## src/design/cfsf_pkg.sv

```systemverilog
// Shared types, constants and functions for the config frame stream filter.
// Used by the controller, datapath and top level; depends on nothing else.
`default_nettype none

package cfsf_pkg;

  localparam int MAX_PAYLOAD_DEF = 20;
  localparam int FRAME_OVERHEAD = 20;
  localparam int HDR_LEN = 12;
  localparam int MAGIC_LEN = 8;
  localparam int CRC_TAIL = 4;
  localparam int CFG_IDX_W = 2;
  localparam int CFG_DATA_W = 2;

  localparam logic [31:0] CRC_POLY = 32'hEDB88320;
  localparam logic [31:0] CRC_INIT = 32'hFFFFFFFF;
  localparam logic [7:0] CMD_HELLO = 8'd1;
  localparam logic [7:0] PROTO_VERSION = 8'd1;

  localparam logic [1:0] PHASE_DISCOVERY = 2'd0;
  localparam logic [1:0] PHASE_SWITCH = 2'd1;
  localparam logic [1:0] PHASE_SESSION = 2'd2;

  localparam logic [CFG_IDX_W-1:0] REG_LINK_PHASE = 2'd0;
  localparam logic [CFG_IDX_W-1:0] REG_DISCOVERY = 2'd1;
  localparam logic [CFG_IDX_W-1:0] REG_FORWARD = 2'd2;

  localparam logic ACT_BYTE = 1'b0;
  localparam logic ACT_RELEASE = 1'b1;
  localparam logic KIND_PASS = 1'b0;
  localparam logic KIND_FRAME = 1'b1;

  typedef enum logic [2:0] {
    ST_IDLE,
    ST_EVAL,
    ST_READ,
    ST_LOAD,
    ST_EXTRA
  } ctl_state_t;

  typedef struct packed {
    logic capture;
    logic eval;
    logic rd_step;
    logic load_stream;
    logic load_extra;
  } ctl_cmd_t;

  typedef struct packed {
    logic plan_stream;
    logic plan_extra;
    logic extra_pend;
    logic stream_last;
    logic out_free;
  } dp_status_t;

  function automatic logic [7:0] magic_char(input logic [2:0] idx);
    logic [7:0] c;
    case (idx)
      3'd0: c = 8'h54;
      3'd1: c = 8'h4B;
      3'd2: c = 8'h45;
      3'd3: c = 8'h4C;
      3'd4: c = 8'h52;
      3'd5: c = 8'h53;
      3'd6: c = 8'h43;
      3'd7: c = 8'h46;
      default: c = 8'h00;
    endcase
    return c;
  endfunction

  function automatic logic [31:0] crc_byte(input logic [31:0] crc_in, input logic [7:0] b);
    logic [31:0] c;
    c = crc_in ^ {24'd0, b};
    for (int k = 0; k < 8; k++) begin
      c = (c >> 1) ^ (CRC_POLY & {32{c[0]}});
    end
    return c;
  endfunction

endpackage

`default_nettype wire

```

## src/design/cfsf_ram.sv

```systemverilog
// Generic single-write, single-read RAM with a registered read port.
// Holds the partial frame; depends on nothing else.
`default_nettype none

module cfsf_ram #(
  parameter int WIDTH = 8,
  parameter int DEPTH = 40
) (
  input  wire logic                     clk,
  input  wire logic                     we,
  input  wire logic [$clog2(DEPTH)-1:0] waddr,
  input  wire logic [WIDTH-1:0]         wdata,
  input  wire logic [$clog2(DEPTH)-1:0] raddr,
  output logic      [WIDTH-1:0]         rdata
);

  logic [WIDTH-1:0] mem [DEPTH];

  always_ff @(posedge clk) begin
    if (we) begin
      mem[waddr] <= wdata;
    end
    rdata <= mem[raddr];
  end

endmodule

`default_nettype wire

```

## src/design/cfsf_datapath.sv

```systemverilog
// Datapath: configuration registers, frame parser state, CRC, frame buffer
// and output register. Depends on cfsf_pkg and cfsf_ram.
`default_nettype none

module cfsf_datapath #(
  parameter int MAX_PAYLOAD = cfsf_pkg::MAX_PAYLOAD_DEF
) (
  input  wire logic                                clk,
  input  wire logic                                rst,
  input  wire logic                                action,
  input  wire logic [7:0]                          byte_value,
  input  wire logic                                cfg_we,
  input  wire logic [cfsf_pkg::CFG_IDX_W-1:0]      cfg_index,
  input  wire logic [cfsf_pkg::CFG_DATA_W-1:0]     cfg_data,
  input  wire logic                                out_ready,
  output logic                                     out_valid,
  output logic                                     out_kind,
  output logic [7:0]                               out_byte,
  output logic                                     out_last,
  input  wire cfsf_pkg::ctl_cmd_t                  cmd,
  output cfsf_pkg::dp_status_t                     status
);

  localparam int DEPTH = cfsf_pkg::FRAME_OVERHEAD + MAX_PAYLOAD;
  localparam int CNT_W = $clog2(DEPTH + 1);
  localparam int ADDR_W = $clog2(DEPTH);

  logic [1:0]        link_phase;
  logic              discovery_enabled;
  logic              forward_enable;
  logic [CNT_W-1:0]  fill_count;
  logic [CNT_W-1:0]  expected_length;
  logic [31:0]       running_crc;
  logic              frame_held;
  logic              version_ok;
  logic              cmd_hello;
  logic [31:0]       crc_got;
  logic [7:0]        byte_reg;
  logic              action_reg;
  logic [CNT_W-1:0]  stream_len;
  logic              stream_kind;
  logic              extra_pend;
  logic [ADDR_W-1:0] rd_addr;
  logic [7:0]        ram_rdata;

  logic              p_wr;
  logic [ADDR_W-1:0] p_wr_addr;
  logic              p_keep;
  logic              p_clear;
  logic              p_restart;
  logic [CNT_W-1:0]  fill_next;
  logic [CNT_W-1:0]  expected_next;
  logic [31:0]       crc_next;
  logic [31:0]       got_next;
  logic [CNT_W-1:0]  p_stream_len;
  logic              p_stream_kind;
  logic              p_extra;
  logic              p_held_set;
  logic              p_held_clr;

  logic [31:0]       crc_b;
  logic              crc_upd;
  logic              hdr_done;
  logic              complete;
  logic              allowed;
  logic              good;
  logic              cfg_hit;
  logic [CNT_W-1:0]  fwd_fill;

  assign crc_b = cfsf_pkg::crc_byte(running_crc, byte_reg);
  assign cfg_hit = cfg_we && (cfg_index == cfsf_pkg::REG_LINK_PHASE ||
                              cfg_index == cfsf_pkg::REG_DISCOVERY ||
                              cfg_index == cfsf_pkg::REG_FORWARD);

  always_comb begin
    p_wr = 1'b0;
    p_wr_addr = fill_count[ADDR_W-1:0];
    p_keep = 1'b0;
    p_clear = 1'b0;
    p_restart = 1'b0;
    p_stream_len = '0;
    p_stream_kind = cfsf_pkg::KIND_PASS;
    p_extra = 1'b0;
    p_held_set = 1'b0;
    p_held_clr = 1'b0;
    crc_upd = (expected_length == '0) ||
              (({1'b0, fill_count} + (CNT_W + 1)'(cfsf_pkg::CRC_TAIL)) <
               {1'b0, expected_length});
    fill_next = fill_count + CNT_W'(1);
    crc_next = crc_upd ? crc_b : running_crc;
    got_next = {byte_reg, crc_got[31:8]};
    hdr_done = (fill_next == CNT_W'(cfsf_pkg::HDR_LEN));
    expected_next = hdr_done ?
        CNT_W'(9'(cfsf_pkg::FRAME_OVERHEAD) + {1'b0, byte_reg}) : expected_length;
    complete = (expected_next != '0) && (fill_next == expected_next);
    allowed = (link_phase == cfsf_pkg::PHASE_SESSION) ||
              (link_phase == cfsf_pkg::PHASE_DISCOVERY && cmd_hello);
    good = version_ok && (got_next == ~crc_next);
    fwd_fill = forward_enable ? fill_count : '0;

    if (action_reg == cfsf_pkg::ACT_RELEASE) begin
      p_held_clr = 1'b1;
    end else if (link_phase == cfsf_pkg::PHASE_DISCOVERY && !discovery_enabled) begin
      p_extra = forward_enable;
    end else if (fill_count < CNT_W'(cfsf_pkg::MAGIC_LEN) &&
                 byte_reg != cfsf_pkg::magic_char(fill_count[2:0])) begin
      p_stream_len = fwd_fill;
      if (byte_reg == cfsf_pkg::magic_char(3'd0)) begin
        p_restart = 1'b1;
        p_wr = 1'b1;
        p_wr_addr = '0;
      end else begin
        p_clear = 1'b1;
        p_extra = forward_enable;
      end
    end else if (fill_count >= CNT_W'(DEPTH)) begin
      p_stream_len = fwd_fill;
      p_clear = 1'b1;
    end else begin
      p_wr = 1'b1;
      if (hdr_done && byte_reg > 8'(MAX_PAYLOAD)) begin
        p_stream_len = forward_enable ? fill_next : '0;
        p_clear = 1'b1;
      end else if (complete) begin
        p_clear = 1'b1;
        if (allowed && !frame_held && good) begin
          p_stream_len = fill_next;
          p_stream_kind = cfsf_pkg::KIND_FRAME;
          p_held_set = 1'b1;
        end else begin
          p_stream_len = forward_enable ? fill_next : '0;
        end
      end else begin
        p_keep = 1'b1;
      end
    end
  end

  always_ff @(posedge clk) begin
    if (rst) begin
      link_phase <= cfsf_pkg::PHASE_DISCOVERY;
      discovery_enabled <= 1'b0;
      forward_enable <= 1'b1;
      fill_count <= '0;
      expected_length <= '0;
      running_crc <= cfsf_pkg::CRC_INIT;
      frame_held <= 1'b0;
    end else if (cfg_hit) begin
      case (cfg_index)
        cfsf_pkg::REG_LINK_PHASE: link_phase <= cfg_data;
        cfsf_pkg::REG_DISCOVERY: discovery_enabled <= cfg_data[0];
        cfsf_pkg::REG_FORWARD: forward_enable <= cfg_data[0];
        default: ;
      endcase
      fill_count <= '0;
      expected_length <= '0;
      running_crc <= cfsf_pkg::CRC_INIT;
    end else if (cmd.eval) begin
      if (p_held_clr) begin
        frame_held <= 1'b0;
      end else if (p_held_set) begin
        frame_held <= 1'b1;
      end
      if (p_keep) begin
        fill_count <= fill_next;
        expected_length <= expected_next;
        running_crc <= crc_next;
      end else if (p_restart) begin
        fill_count <= CNT_W'(1);
        expected_length <= '0;
        running_crc <= cfsf_pkg::crc_byte(cfsf_pkg::CRC_INIT, cfsf_pkg::magic_char(3'd0));
      end else if (p_clear) begin
        fill_count <= '0;
        expected_length <= '0;
        running_crc <= cfsf_pkg::CRC_INIT;
      end
    end
  end

  always_ff @(posedge clk) begin
    if (cmd.capture) begin
      byte_reg <= byte_value;
      action_reg <= action;
    end
    if (cmd.eval) begin
      stream_len <= p_stream_len;
      stream_kind <= p_stream_kind;
      extra_pend <= p_extra;
      rd_addr <= '0;
      if (p_keep) begin
        crc_got <= got_next;
        if (fill_count == CNT_W'(cfsf_pkg::MAGIC_LEN)) begin
          version_ok <= (byte_reg == cfsf_pkg::PROTO_VERSION);
        end
        if (fill_count == CNT_W'(cfsf_pkg::MAGIC_LEN + 1)) begin
          cmd_hello <= (byte_reg == cfsf_pkg::CMD_HELLO);
        end
      end
    end else if (cmd.rd_step) begin
      rd_addr <= rd_addr + ADDR_W'(1);
    end
  end

  always_ff @(posedge clk) begin
    if (rst) begin
      out_valid <= 1'b0;
    end else if (cmd.load_stream || cmd.load_extra) begin
      out_valid <= 1'b1;
    end else if (out_ready) begin
      out_valid <= 1'b0;
    end
  end

  always_ff @(posedge clk) begin
    if (cmd.load_stream) begin
      out_kind <= stream_kind;
      out_byte <= ram_rdata;
      out_last <= status.stream_last && !extra_pend;
    end else if (cmd.load_extra) begin
      out_kind <= cfsf_pkg::KIND_PASS;
      out_byte <= byte_reg;
      out_last <= 1'b1;
    end
  end

  cfsf_ram #(
    .WIDTH(8),
    .DEPTH(DEPTH)
  ) u_store (
    .clk  (clk),
    .we   (cmd.eval && p_wr),
    .waddr(p_wr_addr),
    .wdata(byte_reg),
    .raddr(rd_addr),
    .rdata(ram_rdata)
  );

  assign status.plan_stream = (p_stream_len != '0);
  assign status.plan_extra = p_extra;
  assign status.extra_pend = extra_pend;
  assign status.stream_last = (CNT_W'(rd_addr) + CNT_W'(1) == stream_len);
  assign status.out_free = !out_valid || out_ready;

  a_fill_below_expected: assert property (@(posedge clk) disable iff (rst)
    expected_length != '0 |-> fill_count < expected_length)
    else $error("fill count reached the expected frame length without resolving");

  a_held_from_eval: assert property (@(posedge clk) disable iff (rst)
    $rose(frame_held) |-> $past(cmd.eval))
    else $error("frame hold set outside of an evaluation cycle");

  a_frame_stream_len: assert property (@(posedge clk) disable iff (rst)
    cmd.load_stream && stream_kind == cfsf_pkg::KIND_FRAME |-> frame_held)
    else $error("frame bytes emitted without the frame being held");

endmodule

`default_nettype wire

```

## src/design/cfsf_ctrl.sv

```systemverilog
// Controller state machine: input handshake, evaluation and output sequencing.
// Depends on cfsf_pkg.
`default_nettype none

module cfsf_ctrl (
  input  wire logic                 clk,
  input  wire logic                 rst,
  input  wire logic                 in_valid,
  output logic                      in_ready,
  input  wire cfsf_pkg::dp_status_t status,
  output cfsf_pkg::ctl_cmd_t        cmd
);

  cfsf_pkg::ctl_state_t state;
  cfsf_pkg::ctl_state_t state_next;

  always_ff @(posedge clk) begin
    if (rst) begin
      state <= cfsf_pkg::ST_IDLE;
    end else begin
      state <= state_next;
    end
  end

  always_comb begin
    state_next = state;
    cmd = '0;
    in_ready = 1'b0;
    case (state)
      cfsf_pkg::ST_IDLE: begin
        in_ready = 1'b1;
        if (in_valid) begin
          cmd.capture = 1'b1;
          state_next = cfsf_pkg::ST_EVAL;
        end
      end
      cfsf_pkg::ST_EVAL: begin
        cmd.eval = 1'b1;
        if (status.plan_stream) begin
          state_next = cfsf_pkg::ST_READ;
        end else if (status.plan_extra) begin
          if (status.out_free) begin
            cmd.load_extra = 1'b1;
            state_next = cfsf_pkg::ST_IDLE;
          end else begin
            state_next = cfsf_pkg::ST_EXTRA;
          end
        end else begin
          state_next = cfsf_pkg::ST_IDLE;
        end
      end
      cfsf_pkg::ST_READ: begin
        state_next = cfsf_pkg::ST_LOAD;
      end
      cfsf_pkg::ST_LOAD: begin
        if (status.out_free) begin
          cmd.load_stream = 1'b1;
          if (!status.stream_last) begin
            cmd.rd_step = 1'b1;
            state_next = cfsf_pkg::ST_READ;
          end else if (status.extra_pend) begin
            state_next = cfsf_pkg::ST_EXTRA;
          end else begin
            state_next = cfsf_pkg::ST_IDLE;
          end
        end
      end
      cfsf_pkg::ST_EXTRA: begin
        if (status.out_free) begin
          cmd.load_extra = 1'b1;
          state_next = cfsf_pkg::ST_IDLE;
        end
      end
      default: begin
        state_next = cfsf_pkg::ST_IDLE;
      end
    endcase
  end

  a_load_needs_room: assert property (@(posedge clk) disable iff (rst)
    (cmd.load_stream || cmd.load_extra) |-> status.out_free)
    else $error("output register loaded while still occupied");

  a_capture_then_eval: assert property (@(posedge clk) disable iff (rst)
    cmd.capture |=> cmd.eval)
    else $error("captured transaction was not evaluated in the next cycle");

  a_single_load: assert property (@(posedge clk) disable iff (rst)
    !(cmd.load_stream && cmd.load_extra))
    else $error("two output loads requested in one cycle");

endmodule

`default_nettype wire

```

## src/design/config_frame_stream_filter.sv

```systemverilog
// Top level of the config frame stream filter: joins controller and datapath.
// Depends on cfsf_pkg, cfsf_ctrl, cfsf_datapath and cfsf_ram.
//
//   Channel  Handshake               Payload
//   input    in_valid / in_ready     action, byte_value
//   output   out_valid / out_ready   out_kind, out_byte, out_last
//   config   cfg_we                  cfg_index, cfg_data
//
// A release or pass-through byte needs only the IDLE and EVAL states when the
// output register is free. A replay or accepted frame adds READ and LOAD for
// each buffered byte, since each byte is read from the frame buffer with a
// registered read. A magic mismatch that forwards its own byte after the
// replay also passes through EXTRA.
// Reset clears control state; the frame buffer needs no clearing pass.
// A stalled output holds the sequencer; in_ready is low until it finishes.
`default_nettype none

module config_frame_stream_filter #(
  parameter int MAX_PAYLOAD = cfsf_pkg::MAX_PAYLOAD_DEF
) (
  input  wire logic                            clk,
  input  wire logic                            rst,
  input  wire logic                            in_valid,
  output logic                                 in_ready,
  input  wire logic                            action,
  input  wire logic [7:0]                      byte_value,
  output logic                                 out_valid,
  input  wire logic                            out_ready,
  output logic                                 out_kind,
  output logic [7:0]                           out_byte,
  output logic                                 out_last,
  input  wire logic                            cfg_we,
  input  wire logic [cfsf_pkg::CFG_IDX_W-1:0]  cfg_index,
  input  wire logic [cfsf_pkg::CFG_DATA_W-1:0] cfg_data
);

  cfsf_pkg::ctl_cmd_t   cmd;
  cfsf_pkg::dp_status_t status;

  cfsf_ctrl u_ctrl (
    .clk     (clk),
    .rst     (rst),
    .in_valid(in_valid),
    .in_ready(in_ready),
    .status  (status),
    .cmd     (cmd)
  );

  cfsf_datapath #(
    .MAX_PAYLOAD(MAX_PAYLOAD)
  ) u_dp (
    .clk       (clk),
    .rst       (rst),
    .action    (action),
    .byte_value(byte_value),
    .cfg_we    (cfg_we),
    .cfg_index (cfg_index),
    .cfg_data  (cfg_data),
    .out_ready (out_ready),
    .out_valid (out_valid),
    .out_kind  (out_kind),
    .out_byte  (out_byte),
    .out_last  (out_last),
    .cmd       (cmd),
    .status    (status)
  );

endmodule

`default_nettype wire

```

## config.mk

```make
export PLATFORM = sky130hd
export DESIGN_NAME = config_frame_stream_filter
export DESIGN_NICKNAME = d
export VERILOG_FILES = /design/src/design/cfsf_pkg.sv /design/src/design/cfsf_ram.sv /design/src/design/cfsf_datapath.sv /design/src/design/cfsf_ctrl.sv /design/src/design/config_frame_stream_filter.sv
export SDC_FILE = /design/constraint.sdc
export NUM_CORES = 1
export LEC_CHECK = 0
export CORE_MARGIN = 5
export CORE_UTILIZATION = 50
export DETAILED_ROUTE_END_ITERATION = 8
export DONT_BUFFER_PORTS = 1
export GPL_TIMING_DRIVEN = 1
export PLACE_DENSITY = 0.65
export SYNTH_ARGS = -nofsm -noshare
export SYNTH_HDL_FRONTEND = slang
export SYNTH_HIERARCHICAL = 1
export SYNTH_SLANG_ARGS = --single-unit
```

## constraint.sdc

```tcl
create_clock -name clk -period 9.31 [get_ports clk]
set_clock_uncertainty 0.05 [all_clocks]
set_input_delay 1.3965 -clock clk [delete_from_list [all_inputs] [get_ports clk]]
set_output_delay 1.3965 -clock clk [all_outputs]
set_load 0.005 [all_outputs]
```

* After elaboration in Yosys (flattened, before gate mapping) *
Memories as Yosys holds them, arrays and structs flattened. A register that Yosys moved wholly into a read port is not among the register bits.
Cells that the tools add are included.

word-level totals
  input port bits = 18
  word-level logic and storage cells = 194
  memory bits (writable) = 320
  memories kept = 2
  memory bits (read-only) = 40
  bits in registers = 120

memory list
  memory            words  width  read ports  clocked after Yosys merged registers in  write ports  line            source
  u_dp.u_store.mem  40     8      1           1                                        1            cfsf_ram.sv:17  logic [WIDTH-1:0] mem [DEPTH];
  (no name shown)   8      5      1           1                                        0            cfsf_pkg.sv:59  case (idx)

operators by class
  reductions and logical operators = 41
  multiplexer cells = 92
  equality and inequality tests = 19
  $add $sub $neg = 4
  bitwise gates (word level) = 11
  order comparisons = 4

operators with widths
  cell                 number
  $xor 31x32->32       8
  $mux 32              4
  $mux 6               19
  $mux 1               51
  $eq 32x32->1         1
  $mux 8               4
  $not 32->32          1
  $xor 32x8->32        1
  $mux 3               10
  $eq 6x4->1 const B   3
  $pmux 3 s5           1
  $add 6x1->6 const B  2
  $eq 6x6->1           2
  $reduce_and 3->1     4
  $reduce_bool 6->1    2
  $logic_and 1x1->1    11
  $reduce_and 2->1     5
  $eq 8x1->1 const B   1
  $eq 8x7->1 const B   1
  $gt 8x5->1 const B   1
  $ne 8x8->1           1
  $add 6x3->7 const B  1
  $lt 7x6->1           1
  $add 5x6->6 const A  1
  19 further kinds     35

* Depth between registers and ports, before layout *
  depth after elaboration = 26
  gate-level depth with buffers = 22
  mapped depth without buffers = 18

* Hierarchy *
Netlist, hierarchy kept.

by module, submodules not included
  module         area each (um^2)  instances  cells each
  cfsf_ram       12990.0           1          696
  cfsf_datapath  7654.8            1          830
  cfsf_ctrl      262.8             1          32

* Worst setup path before layout *
Ideal clock, no wire load.

  kind = register to register
  start = register u_dp.byte_reg[2]
  end = register (tool-made name)
  data required time = 9.139 ns
  setup slack = 4.461 ns
  arrival time = 4.678 ns
  setup time = 0.121 ns
  stages on the path, launching flop included = 11
  path buffers = 1
  cells stage by stage = edfxtp_1 buf_2 xnor2_1 nand4_1 o41ai_1 and4_1 o31ai_1 nor2_1 a22oi_1 nor2_1 mux2_2

RTL lines
  element                   line                  source
  start: declaration        cfsf_datapath.sv:38   logic [7:0] byte_reg;
  start signal: assignment  cfsf_datapath.sv:182  byte_reg <= byte_value;

==> flow_summary.rst <==
.. list-table::
   :header-rows: 1

   * - Metric
     - Value
   * - Largest registers
     - u_dp/u_store/mem: 320 flops, u_dp/running_crc: 32 flops, u_dp/crc_got: 24 flops
   * - Clock period minus final worst setup slack
     - 6.06 ns
   * - Post-synth top cells
     - 373 x sky130_fd_sc_hd__edfxtp_1, 139 x sky130_fd_sc_hd__mux2i_1, 103 x sky130_fd_sc_hd__nor2_1
   * - Number of synthesized flops with an enable pin
     - roughly 370
   * - Max reg flops
     - 320
   * - Peak supply drop
     - 0.160 mV
   * - Top area cells in the synthesized netlist
     - sky130_fd_sc_hd__edfxtp_1 54%, sky130_fd_sc_hd__dfxtp_1 6.9%, sky130_fd_sc_hd__mux2i_1 6.7%, sky130_fd_sc_hd__xnor2_1 2.5%, sky130_fd_sc_hd__nor2_1 1.8%
   * - Worst hold margin
     - roughly 0.4 ns
   * - Crit path kind
     - flip-flop to flip-flop
   * - Primary FF master, synth
     - sky130_fd_sc_hd__edfxtp_1
   * - Count of mapped cells out of synthesis
     - 1558
   * - Fmax
     - around 160 MHz
   * - Number of core rows
     - 75
   * - Critical path's largest stage delay
     - 0.74 ns
   * - PD cells
     - between 150 and 200 mW/mm²
   * - Sinks on Clock Net
     - approximately 450
   * - CTS Root Cell
     - sky130_fd_sc_hd__clkbuf_16
   * - Top cell type's share of synthesized area
     - 0.536
   * - Critical-path cell with the highest stage delay
     - sky130_fd_sc_hd__dfxtp_1
   * - Pin slew with the least headroom to its limit
     - ~1.2 ns
   * - Critical path endpoint category
     - flip-flop
   * - Post-CTS setup buffer count
     - 0
   * - Summed negative setup slack over all endpoints
     - 0 ns
   * - Post-CTS Hold Buffers
     - 0
   * - Share of synthesized area occupied by flip-flops and latches
     - 0.605
   * - CP Data Required Time
     - roughly 9.5 ns
   * - Via count of the first global-routing pass
     - approximately 13000
   * - Placeable core region
     - between 0.04 and 0.05 mm²
   * - Area of the multi-input gates
     - approximately 0.0076 mm²
   * - Max Buffers Root-to-Sink
     - 3
   * - DR iter-0 viols
     - about 1300
   * - Htree depth
     - 2
   * - Total Die Area
     - about 0.046 mm²
   * - Max-cap violations
     - 0
   * - Most frequent cell after synthesis
     - sky130_fd_sc_hd__edfxtp_1
   * - Synth Area per Inst
     - around 13 µm²
   * - Antenna violations before repair
     - 0
   * - Proportion of layout cells with a drive suffix above 1
     - 0.124
   * - Synth Net Count
     - between 1500 and 2000
   * - Largest fanout on the critical path
     - 26
   * - Via total after detailed routing
     - between 10000 and 15000
   * - Relative slew slack
     - 0.179
   * - Static power due to leakage
     - approximately 7.3 nW
   * - Wire length of the first global-routing pass
     - about 80000 µm
   * - Final Hold Violating Endpoints
     - 0
   * - Critical Path AT
     - ~6.3 ns
   * - Post-synth design cell area
     - roughly 0.021 mm²
   * - Number of warning messages in the yosys log
     - 6
   * - Unique cell type count in the Yosys netlist
     - 90
   * - WL per Instance
     - around 25 µm
   * - Largest area contributor in the synthesized netlist
     - sky130_fd_sc_hd__edfxtp_1
   * - Largest register by flop count
     - u_dp/u_store/mem
   * - Kind of start point of the critical path
     - flip-flop
   * - Run status
     - finished, final reports clean
   * - Largest net degree at the start of global routing
     - 54
   * - Starting utilization of the core area
     - 0.502
   * - RSZ-0062 raised after global routing
     - false
   * - Ports placed on the boundary
     - 30
   * - List of cells traversed by the critical path
     - ha_1 > xnor2_2 > inv_2 > ha_1 > a21oi_1 > o21ai_0 > a41o_1 > nand2_1 > buf_4 > a311o_1 > or4_4 > a2111oi_4 > nand3_1 > o211ai_1 > nand3b_1 > mux2_2 > nor3b_1 > nor2_1 > inv_1
   * - Hold crit path type
     - flip-flop to flip-flop
   * - CTS tree
     - built
   * - Area of all sequential standard cells
     - ~0.013 mm²
   * - Number of buffers added on ports
     - 0
   * - Later-pin clock latency in the skew report
     - slightly below 0.6 ns
   * - Number of setup violations in the final report
     - 0
   * - Number of filler cells placed in the layout
     - between 3000 and 4000
   * - Post-route fraction of the period consumed by the critical path
     - 0.651
   * - Share of the core filled with cells
     - 0.547
   * - Nets@finish
     - about 1600
   * - Overflow left after global routing
     - 0
   * - Antenna cell count
     - 0
   * - Count of TritonRoute iterations in the first routing pass
     - 5
   * - Max-slew violations
     - 0
   * - Most numerous cell on the critical path
     - sky130_fd_sc_hd__ha_1
   * - Clock buffer count from CTS
     - 46
   * - Routed Wire Length
     - between 50000 and 60000 µm
   * - Category of cells accounting for the largest share of critical-path delay
     - compound AO/OA/AOI/OAI gates
   * - Relative area change from synthesis to final layout
     - 8.98%
   * - Detailed Place HPWL
     - between 30000 and 40000 µm
   * - CP bufs+invs
     - 3
   * - Die extent in x
     - approximately 210 µm
   * - Async set-or-reset flop fraction in the synthesized netlist
     - 0
   * - Resized cells post-CTS
     - 0
   * - Clock transition at the register clock pins on the worst setup and hold paths after CTS
     - 0.06 ns
   * - Average via count per standard cell
     - 6.23
   * - Residual DRC
     - 0
   * - Final estimated routing congestion in global placement
     - about 0.95
   * - Seq cells post-synth
     - approximately 450
   * - Global routing usage summed across all routing layers
     - 0.224
   * - ANT nets after route
     - 0
   * - Vert. Die Dim
     - approximately 210 µm
worst paths after layout:
path / from / endpoint / slack [ns] / cells past startpoint
max: u_dp/fill_count[3]$_SDFFE_PP0N_ / u_dp/out_byte[0]$_DFFE_PP_ / 3.25 / 19
max reg2reg: u_dp/fill_count[3]$_SDFFE_PP0N_ / u_dp/out_byte[0]$_DFFE_PP_ / 3.25 / 19
min: u_dp/crc_got[22]$_DFFE_PP_ / u_dp/crc_got[14]$_DFFE_PP_ / 0.41 / 0
min reg2reg: u_dp/crc_got[22]$_DFFE_PP_ / u_dp/crc_got[14]$_DFFE_PP_ / 0.41 / 0
report_power, final:
part / total (mW) / leakage, nW / internal [mW] / switching, mW
registers: 2.20 / 3.94 / 2.17 / 0.0227
logic: 0.369 / 2.61 / 0.149 / 0.219
clock network: 1.81 / 0.718 / 1.06 / 0.751
cells by family (layout without fill, tap and decap cells):
| kind of cell | count (synthesis) | in the layout | synth area share |
|---|---|---|---|
| simple gates | 372 | 372 | 0.0901 |
| fa+ha+maj | 17 | 17 | 0.0102 |
| compound gates | 306 | 306 | 0.106 |
| buf+inv | 128 | 148 | 0.0317 |
| xor+xnor | 116 | 116 | 0.0629 |
| mux | 174 | 174 | 0.0944 |
| flops | 445 | 445 | 0.605 |
worst reg2reg max path, stage by stage, from the launching register on:
cell                        delay [ns]
sky130_fd_sc_hd__dfxtp_1          0.74
sky130_fd_sc_hd__ha_1             0.36
sky130_fd_sc_hd__xnor2_2          0.21
sky130_fd_sc_hd__inv_2            0.13
sky130_fd_sc_hd__ha_1             0.34
sky130_fd_sc_hd__a21oi_1          0.07
sky130_fd_sc_hd__o21ai_0          0.23
sky130_fd_sc_hd__a41o_1           0.56
sky130_fd_sc_hd__nand2_1          0.12
sky130_fd_sc_hd__buf_4            0.28
sky130_fd_sc_hd__a311o_1          0.36
sky130_fd_sc_hd__or4_4            0.50
sky130_fd_sc_hd__a2111oi_4        0.58
sky130_fd_sc_hd__nand3_1          0.19
sky130_fd_sc_hd__o211ai_1         0.30
sky130_fd_sc_hd__nand3b_1         0.18
sky130_fd_sc_hd__mux2_2           0.16
sky130_fd_sc_hd__nor3b_1          0.05
sky130_fd_sc_hd__nor2_1           0.14
sky130_fd_sc_hd__inv_1            0.22
final cells by class:
class                           count  share of cell area
Tap cell                          539              0.0296
Multi-Input combinational cell    985               0.335
Clock buffer                       61              0.0548
Timing Repair Buffer               31              0.0102
Sequential cell                   445               0.555
Inverter                           32             0.00527
Clock inverter                     24              0.0102
per-layer routing:
layer	track usage	part of all wire	routed length, µm
met1	0.330	0.45	23300
met2	0.341	0.45	23600
met3	0.0416	0.071	3720
met4	0.0721	0.031	1610
met5	0	0	0
stage by stage:
step	area [µm²]	std cells	setup WS [ns]	power (mW)
global route	22800	2117	2.79	4.52
floorplan	20900	1558	4.46	2.51
finish	22800	2117	3.25	4.37
CTS	22800	2117	3.37	4.40
detailed placement	21300	2032	3.38	2.60
global placement	21300	2032	3.59	2.60
cell usage in the layout (no fill, tap or decap), drive strengths merged, types with 13 or more instances in the layout:
cell / count
xnor2: 72
clkinv: 16
dfxtp: 72
nand3: 33
nor2b: 15
buf: 31
o22ai: 32
nor2: 104
mux2i: 139
mux2: 19
nand4: 16
xor2: 34
mux4: 16
a22o: 18
a22oi: 41
o21ai: 56
nor4: 13
nor3: 23
a221oi: 18
nand2: 84
edfxtp: 373
inv: 34
ha: 17
a21oi: 63
clkbuf: 61
No activity file was read; power rests on OpenSTA's default activity.
